### src/rtl/oma_pkg.sv
// Shared constants and codes for the object merge accumulator.
`timescale 1ns / 1ps
`default_nettype none

package oma_pkg;

    localparam int TABLE_DEPTH = 64;
    localparam int IDX_W       = $clog2(TABLE_DEPTH);
    localparam int OCC_W       = $clog2(TABLE_DEPTH + 1);

    localparam int VAL_W       = 16;   // positions, heights, means
    localparam int NCNT_W      = 16;   // sample count
    localparam int CLS_W       = 8;
    localparam int RAD_W       = 33;
    localparam int CMD_W       = 2;
    localparam int STS_W       = 3;

    localparam logic [RAD_W-1:0] RADIUS_RESET = RAD_W'(23593);

    localparam logic [CMD_W-1:0] CMD_ADD   = 2'd0;
    localparam logic [CMD_W-1:0] CMD_CLEAR = 2'd1;
    localparam logic [CMD_W-1:0] CMD_READ  = 2'd2;

    localparam logic [STS_W-1:0] ST_MERGED   = 3'd0;
    localparam logic [STS_W-1:0] ST_ADDED    = 3'd1;
    localparam logic [STS_W-1:0] ST_DROPPED  = 3'd2;
    localparam logic [STS_W-1:0] ST_CLEARED  = 3'd3;
    localparam logic [STS_W-1:0] ST_READ_OK  = 3'd4;
    localparam logic [STS_W-1:0] ST_READ_BAD = 3'd5;

endpackage

`default_nettype wire

### src/rtl/oma_mean.sv
// Running-mean lane: (mean*n + val) / (n+1), truncated toward zero, radix-2 divider.
`timescale 1ns / 1ps
`default_nettype none

module oma_mean (
    input  wire logic                                i_clk,
    input  wire logic                                i_rst_n,
    input  wire logic                                i_start,
    input  wire logic signed [oma_pkg::VAL_W-1:0]    i_mean,
    input  wire logic [oma_pkg::NCNT_W-1:0]          i_cnt,
    input  wire logic signed [oma_pkg::VAL_W-1:0]    i_val,
    output logic                                     o_done,
    output logic signed [oma_pkg::VAL_W-1:0]         o_mean
);
    import oma_pkg::*;

    localparam int PROD_W = VAL_W + NCNT_W + 1;   // signed product / numerator
    localparam int MAG_W  = PROD_W - 1;
    localparam int DEN_W  = NCNT_W + 1;
    localparam int STEP_W = $clog2(VAL_W);

    typedef enum logic [5:0] {
        M_IDLE = 6'b000001,
        M_MUL  = 6'b000010,
        M_SUM  = 6'b000100,
        M_ABS  = 6'b001000,
        M_DIV  = 6'b010000,
        M_FIX  = 6'b100000
    } t_mstate;

    t_mstate                   r_state, n_state;
    logic signed [VAL_W-1:0]   r_a, r_v;
    logic [NCNT_W-1:0]         r_n;
    logic signed [PROD_W-1:0]  r_prod, r_num;
    logic                      r_neg;
    logic [DEN_W-1:0]          r_rem, r_den;
    logic [VAL_W-1:0]          r_quo;
    logic [STEP_W-1:0]         r_step;
    logic                      r_done;
    logic signed [VAL_W-1:0]   r_mean;

    logic [PROD_W-1:0]         mag;
    logic [DEN_W:0]            sh, diff;
    logic                      ge;

    // |num| <= (n+1)*2^15, so the top half of the magnitude is already below
    // the divisor and only VAL_W quotient bits are needed.
    assign mag  = r_num[PROD_W-1] ? PROD_W'(-r_num) : PROD_W'(r_num);
    assign sh   = {r_rem, r_quo[VAL_W-1]};
    assign ge   = sh >= {1'b0, r_den};
    assign diff = sh - {1'b0, r_den};

    always_comb begin
        n_state = r_state;
        case (r_state)
            M_IDLE:  if (i_start) n_state = M_MUL;
            M_MUL:   n_state = M_SUM;
            M_SUM:   n_state = M_ABS;
            M_ABS:   n_state = M_DIV;
            M_DIV:   if (r_step == STEP_W'(VAL_W - 1)) n_state = M_FIX;
            M_FIX:   n_state = M_IDLE;
            default: n_state = M_IDLE;
        endcase
    end

    always_ff @(posedge i_clk) begin
        if (!i_rst_n) begin
            r_state <= M_IDLE;
            r_done  <= 1'b0;
        end else begin
            r_state <= n_state;
            r_done  <= (r_state == M_FIX);
        end
    end

    always_ff @(posedge i_clk) begin
        case (r_state)
            M_IDLE: begin
                r_a <= i_mean;
                r_n <= i_cnt;
                r_v <= i_val;
            end
            M_MUL: begin
                r_prod <= r_a * $signed({1'b0, r_n});
            end
            M_SUM: begin
                r_num <= r_prod + PROD_W'(r_v);
            end
            M_ABS: begin
                r_neg  <= r_num[PROD_W-1];
                r_rem  <= {1'b0, mag[MAG_W-1:VAL_W]};
                r_quo  <= mag[VAL_W-1:0];
                r_den  <= {1'b0, r_n} + DEN_W'(1);
                r_step <= '0;
            end
            M_DIV: begin
                r_rem  <= ge ? diff[DEN_W-1:0] : sh[DEN_W-1:0];
                r_quo  <= {r_quo[VAL_W-2:0], ge};
                r_step <= r_step + STEP_W'(1);
            end
            M_FIX: begin
                r_mean <= r_neg ? $signed(-r_quo) : $signed(r_quo);
            end
            default: begin
                r_a <= r_a;
            end
        endcase
    end

    assign o_done = r_done;
    assign o_mean = r_mean;

endmodule

`default_nettype wire

### config.mk
export PLATFORM = sky130hd
export DESIGN_NAME = oma_mean
export DESIGN_NICKNAME = d
export VERILOG_FILES = /design/src/rtl/oma_pkg.sv /design/src/rtl/oma_mean.sv
export SDC_FILE = /design/constraint.sdc
export NUM_CORES = 1
export LEC_CHECK = 0
export BUFFER_PORTS_ARGS = -buffer_cell sky130_fd_sc_hd__buf_4
export CORE_MARGIN = 5
export CORE_UTILIZATION = 40
export DETAILED_ROUTE_END_ITERATION = 8
export PLACE_DENSITY_LB_ADDON = 0.1
export SLEW_MARGIN = 25
export SYNTH_ARGS = -nofsm -noshare
export SYNTH_HDL_FRONTEND = slang
export SYNTH_SLANG_ARGS = --single-unit
export TNS_END_PERCENT = 30
### constraint.sdc
create_clock -name i_clk -period 11.85 [get_ports i_clk]
set_input_delay 0 -clock i_clk [delete_from_list [all_inputs] [get_ports i_clk]]
set_output_delay 0 -clock i_clk [all_outputs]
set_load 0.02 [all_outputs]
# Yosys cells after proc, flatten, opt, wreduce, memory -nomap -nowiden
# Cells that the tools add are included.
dict set report word_totals {
  regBits 192
}
dict set report op_classes {
  n_reduce_logical 2
  n_lt_le_gt_ge 1
  addsub 6
  mux 9
  eq_ne 9
  mul 1
}
# operator n
set op_table {}
lappend op_table {{$pmux 17 s2} 1}
lappend op_table {{$add 33x16->33} 1}
lappend op_table {{$mul 16x17->33} 1}
lappend op_table {{$mux 32} 1}
lappend op_table {{$neg 32->32} 1}
lappend op_table {{$pmux 16 s2} 1}
lappend op_table {{$pmux 6 s5} 1}
lappend op_table {{$ge 18x17->1} 1}
lappend op_table {{$add 16x1->17 const B} 1}
lappend op_table {{$mux 17} 1}
lappend op_table {{$sub 17x17->17} 1}
lappend op_table {{$mux 16} 1}
lappend op_table {{$neg 16->16} 1}
lappend op_table {{$mux 6} 2}
lappend op_table {{$pmux 4 s2} 1}
lappend op_table {{$eq 6x1->1 const B} 1}
lappend op_table {{$eq 6x2->1 const B} 1}
lappend op_table {{$eq 6x3->1 const B} 1}
lappend op_table {{$eq 6x4->1 const B} 1}
lappend op_table {{$eq 6x5->1 const B} 1}
lappend op_table {{$eq 6x6->1 const B} 1}
lappend op_table {{$add 4x1->4 const B} 1}
lappend op_table {{$eq 4x4->1 const B} 1}
lappend op_table {{$ne 2x2->1 const B} 2}
lappend op_table {{2 further kinds} 2}

# Logic depth before layout (Yosys ltp)
dict set report logic_depth {
  ltp_word 3
  ltp_mapped 24
  depth_no_buf 21
}

# Worst setup path before layout
# No wires, ideal clock.
dict set report synth_path {
  path_type {register to register}
  startpoint {register r_a[15]}
  endpoint {register r_prod[30] (data pin)}
  path_buffers 2
  path_stages_with_launch 22
  arrival_ps 5973
  required_ps 11591
  synth_period_minus_slack_ps 6232
  slack_ps 5618
  cell_sequence {edfxtp_1 > inv_1 > clkbuf_1 > nor2_1 > fa_1 > fa_1 > fa_1 > fa_1 > fa_1 > inv_1 > fa_1 > inv_1 > ha_1 > buf_2 > and4_1 > nand4_1 > a21boi_0 > a41o_1 > o311ai_1 > or2_1 > a311o_1 > xnor2_1}
}
dict set report synth_via {
  elab_chain_len 1
}
# item line_no
set synth_lines {}
lappend synth_lines {{from (decl)} oma_mean.sv:32} ;# logic signed [VAL_W-1:0] r_a, r_v;
lappend synth_lines {{from (signal assigned)} oma_mean.sv:79} ;# r_a <= i_mean;
lappend synth_lines {{from (signal assigned)} oma_mean.sv:105} ;# r_a <= r_a;
lappend synth_lines {{$mul 16x17->33} oma_mean.sv:84} ;# r_prod <= r_a * $signed({1'b0, r_n});
lappend synth_lines {{to (signal assigned)} oma_mean.sv:84}
lappend synth_lines {{to (decl)} oma_mean.sv:34} ;# logic signed [PROD_W-1:0] r_prod, r_num;
# No other way between the ends.
# A chain may end at the register's enable or synchronous reset.

# Worst setup path after layout
dict set report layout_path {
  startpoint {register r_n[6]}
  endpoint {register r_prod[30] (data pin)}
}
dict set report layout_via {
  elab_chain_len 1
}
# item line_no
set layout_lines {}
lappend layout_lines {{from (decl)} oma_mean.sv:33} ;# logic [NCNT_W-1:0] r_n;
lappend layout_lines {{from (signal assigned)} oma_mean.sv:80} ;# r_n <= i_cnt;
lappend layout_lines {{$mul 16x17->33} oma_mean.sv:84}
# No other way between the ends.

==> impl_metrics.sql <==
INSERT INTO impl_metrics (metric_group, metric, value, unit) VALUES
('route', 'wl_per_cell', '18.3', 'um'),
('floorplanning', 'die_width', '229', 'um'),
('setup_path', 'arrival', '6.95', 'ns'),
('global_routing', 'pin_count_of_the_biggest_net_entering_global_routing', '49', ''),
('route', 'drt_first_iter_violations', '727', ''),
('clock_network', 'cts_hold_buffers', '51', ''),
('logic_synthesis', 'netlist_top_cells_count', 'sky130_fd_sc_hd__inv_1 (282), sky130_fd_sc_hd__nand2_1 (229), sky130_fd_sc_hd__fa_1 (196)', ''),
('sta', 'timing.fmax', '149', 'MHz'),
('final_layout', 'antenna_cells', '0', ''),
('route', 'detailed_router_iteration_count_before_antenna_repair', '4', ''),
('floorplanning', 'placeableCoreArea', '47600', 'um2'),
('final_layout', 'area_delta_synth_final', '11.3', '%'),
('logic_synthesis', 'post-synth-top-area-fraction', '28.9', '%'),
('logic_synthesis', 'synth-async-reset-ratio', '0', '%'),
('hold_path', 'min_to', 'r_n[10]$_DFFE_PP_', ''),
('clock_network', 'clock_tree.htree_level_count', '4', ''),
('clock_network', 'cts_tree', 'yes', ''),
('setup_path', 'cp-end-kind', 'flip-flop', ''),
('global_routing', 'total_grt_usage', '18.9', '%'),
('sta', 'setup_violations', '0', ''),
('sta', 'fin_hold_ws', '0.230', 'ns'),
('logic_synthesis', 'post_synth_inst_count', '1917', ''),
('hold_path', 'hold_path_startpoint', 'i_cnt[10]', ''),
('setup_path', 'worst-endpoint-required', '12.08', 'ns'),
('route', 'antenna_violating_nets_post_route', '0', ''),
('logic_synthesis', 'syn_area', '19200', 'um2'),
('route', 'detailed_route_vias_per_instance', '5.21', ''),
('clock_network', 'worst_skew_pair.late_latency', '0.49', 'ns'),
('setup_path', 'rr_worst_depth', '20', ''),
('global_routing', 'first_global_vias', '14200', ''),
('final_layout', 'post_layout_nonfiller_instances', '2621', ''),
('logic_synthesis', 'yosys_most_used_dff', 'sky130_fd_sc_hd__edfxtp_1', ''),
('floorplanning', 'dieHeight', '229', 'um'),
('route', 'wirelength', '48100', 'um'),
('floorplanning', 'dieArea', '52500', 'um2'),
('logic_synthesis', 'synth.yosys.seq_area_share', '29.6', '%'),
('logic_synthesis', 'synthesis.nets', '2339', ''),
('clock_network', 'post-cts-setup-buffer-count', '0', ''),
('floorplanning', 'io-pin-count', '68', ''),
('logic_synthesis', 'yosys_warnings', '0', ''),
('sta', 'layout_worst_path_cycle_share', '56.8', '%'),
('hold_path', 'min_delay_path_depth', '2', ''),
('clock_network', 'clk_pin_slew_worst_paths', '0.08', 'ns'),
('logic_synthesis', 'synth_edf_count', '185', ''),
('logic_synthesis', 'synth.distinct_cells', '78', ''),
('route', 'dr_total_vias', '13600', ''),
('global_routing', 'overflow', '0', ''),
('sta', 'timing.clock.skew', '0.0181', 'ns'),
('sta', 'slew_headroom', '33.1', '%'),
('floorplanning', 'num_rows', '80', ''),
('placed_design', 'numPortBuffers', '67', ''),
('setup_path', 'timing.rr.start', 'r_n[6]$_DFFE_PP_', ''),
('logic_synthesis', 'synth.most_common_cell', 'sky130_fd_sc_hd__inv_1', ''),
('clock_network', 'number_of_clock_sinks_seen_by_cts', '192', ''),
('clock_network', 'clockBufferDepth', '2', ''),
('status', 'outcome', 'completed', ''),
('clock_network', 'cts_buffers', '17', ''),
('setup_path', 'startpoint_type', 'flip-flop', ''),
('placed_design', 'gp_routability_congestion', '0.836', ''),
('sta', 'grt_setup_unrepaired', 'false', ''),
('sta', 'final-max-slew-violation-count', '0', ''),
('route', 'drcViolationCount', '0', ''),
('floorplanning', 'initial_core_util', '40.3', '%'),
('final_layout', 'final_layout_size_suffix_gt1_share', '7.08', '%'),
('final_layout', 'number_of_nets_in_the_layout', '2415', ''),
('setup_path', 'worst-path-max-fanout', '20', ''),
('global_routing', 'antenna_violations_before_repair', '1', ''),
('logic_synthesis', 'netlist_top_cells_area', 'sky130_fd_sc_hd__edfxtp_1 (29%), sky130_fd_sc_hd__fa_1 (20%), sky130_fd_sc_hd__ha_1 (11%)', ''),
('setup_path', 'timing.setup.critical_path_class', 'flip-flop to flip-flop', ''),
('clock_network', 'postCtsResizedCells', '0', ''),
('sta', 'finalWorstPathRequiredPeriod', '6.73', 'ns');
-- per-layer routing --
| metal | track usage, % | vias up | share of wire [%] |
|---|---|---|---|
| met5 | 0 | - | 0 |
| met3 | 3.39 | 73 | 4.2 |
| met1 | 23.8 | 6804 | 42 |
| met2 | 32.3 | 237 | 50 |
| met4 | 7.59 | 0 | 3.4 |
| li1 | - | 6532 | - |
-- cell type report --
class | instances | area [um2]
clock buffers | 18 | 429
clock inverters | 14 | 146
fillers | 4615 | 26300
inverters | 282 | 1060
multi-input cells | 1373 | 12200
flip-flops and latches | 192 | 5700
well taps | 615 | 769
repair buffers | 127 | 1090
-- worst max-delay path by stage --
stage	slack, ns	depth (start not counted)	startpoint	to
after floorplan	5.62	21	r_a[15]$_DFFE_PP_	r_prod[30]$_DFFE_PP_
after global placement	5.16	20	r_n[6]$_DFFE_PP_	r_prod[30]$_DFFE_PP_
after detailed placement	5.14	19	r_n[8]$_DFFE_PP_	r_prod[30]$_DFFE_PP_
after CTS	5.11	19	r_n[8]$_DFFE_PP_	r_prod[30]$_DFFE_PP_
after global routing	4.70	19	r_n[8]$_DFFE_PP_	r_prod[30]$_DFFE_PP_
final	5.12	20	r_n[6]$_DFFE_PP_	r_prod[30]$_DFFE_PP_
-- cell families (layout without fill, tap and decap cells) --
family,Yosys count,in the layout,share of synthesized area [%]
compound gates,297,297,10.6
buf+inv,352,441,6.96
xor+xnor,126,126,5.74
simple gates,569,569,14.7
flops,192,192,29.6
fa+ha+maj,371,371,31.8
mux,10,10,0.534
-- worst max-delay path, stage by stage (launching register included) --
cell and delay, ns:
sky130_fd_sc_hd__edfxtp_1 0.77, sky130_fd_sc_hd__and2_1 0.35, sky130_fd_sc_hd__fa_1 0.50, sky130_fd_sc_hd__inv_1 0.05
sky130_fd_sc_hd__fa_1 0.55, sky130_fd_sc_hd__fa_1 0.44, sky130_fd_sc_hd__fa_1 0.49, sky130_fd_sc_hd__inv_1 0.06
sky130_fd_sc_hd__fa_1 0.53, sky130_fd_sc_hd__inv_1 0.06, sky130_fd_sc_hd__fa_1 0.54, sky130_fd_sc_hd__inv_1 0.05
sky130_fd_sc_hd__ha_1 0.36, sky130_fd_sc_hd__nand3_1 0.13, sky130_fd_sc_hd__nor4_2 0.27, sky130_fd_sc_hd__o21ai_1 0.14
sky130_fd_sc_hd__a21oi_1 0.29, sky130_fd_sc_hd__o311ai_1 0.19, sky130_fd_sc_hd__or2_1 0.26, sky130_fd_sc_hd__a311o_1 0.32
sky130_fd_sc_hd__xnor2_1 0.13
-- placed cells by master (no fill, tap or decap), types with 9 or more instances in the layout --
cell type | synthesis | layout
sky130_fd_sc_hd__nand3_1 | 27 | 27
sky130_fd_sc_hd__inv_1 | 282 | 281
sky130_fd_sc_hd__xor2_1 | 43 | 43
sky130_fd_sc_hd__a21oi_1 | 78 | 78
sky130_fd_sc_hd__or3_1 | 10 | 10
sky130_fd_sc_hd__nand4_1 | 14 | 14
sky130_fd_sc_hd__fa_1 | 196 | 196
sky130_fd_sc_hd__o21ai_0 | 56 | 56
sky130_fd_sc_hd__nand2b_1 | 16 | 16
sky130_fd_sc_hd__dlygate4sd3_1 | 0 | 51
sky130_fd_sc_hd__a21o_1 | 40 | 40
sky130_fd_sc_hd__edfxtp_1 | 185 | 185
sky130_fd_sc_hd__xnor2_1 | 83 | 83
sky130_fd_sc_hd__nor2_1 | 75 | 75
sky130_fd_sc_hd__nor3_1 | 20 | 20
sky130_fd_sc_hd__ha_1 | 175 | 175
sky130_fd_sc_hd__nor2b_1 | 9 | 9
sky130_fd_sc_hd__clkbuf_16 | 0 | 17
sky130_fd_sc_hd__nand2_1 | 229 | 229
sky130_fd_sc_hd__o21ai_1 | 11 | 11
sky130_fd_sc_hd__o31ai_1 | 17 | 17
sky130_fd_sc_hd__o21a_1 | 12 | 12
sky130_fd_sc_hd__a31oi_1 | 9 | 9
sky130_fd_sc_hd__and3_1 | 11 | 11
sky130_fd_sc_hd__buf_4 | 1 | 75
sky130_fd_sc_hd__and2_1 | 124 | 124
-- stage by stage --
step	util, %	instance area (um2)	setup WS (ns)
5_1_grt	44.9	21400	4.70
4_1_cts	44.8	21400	5.11
6_report	44.9	21400	5.12
3_3_place_gp	42.6	20300	5.16
3_5_place_dp	42.6	20300	5.14
2_1_floorplan	-	19200	5.62
-- flip-flops by register name, summed over array words and instances, names as in the netlist --
register  cells
r_quo        16
r_num        33
r_a          16
r_n          16
r_den        17
o_done        1
o_mean       16
r_rem        17
r_state       6
r_step        4
r_v          16
r_prod       33
r_neg         1
Power is left out: the tool's default activity adds up to more than one toggle a clock period on the data nets, which glitch-free logic cannot reach.
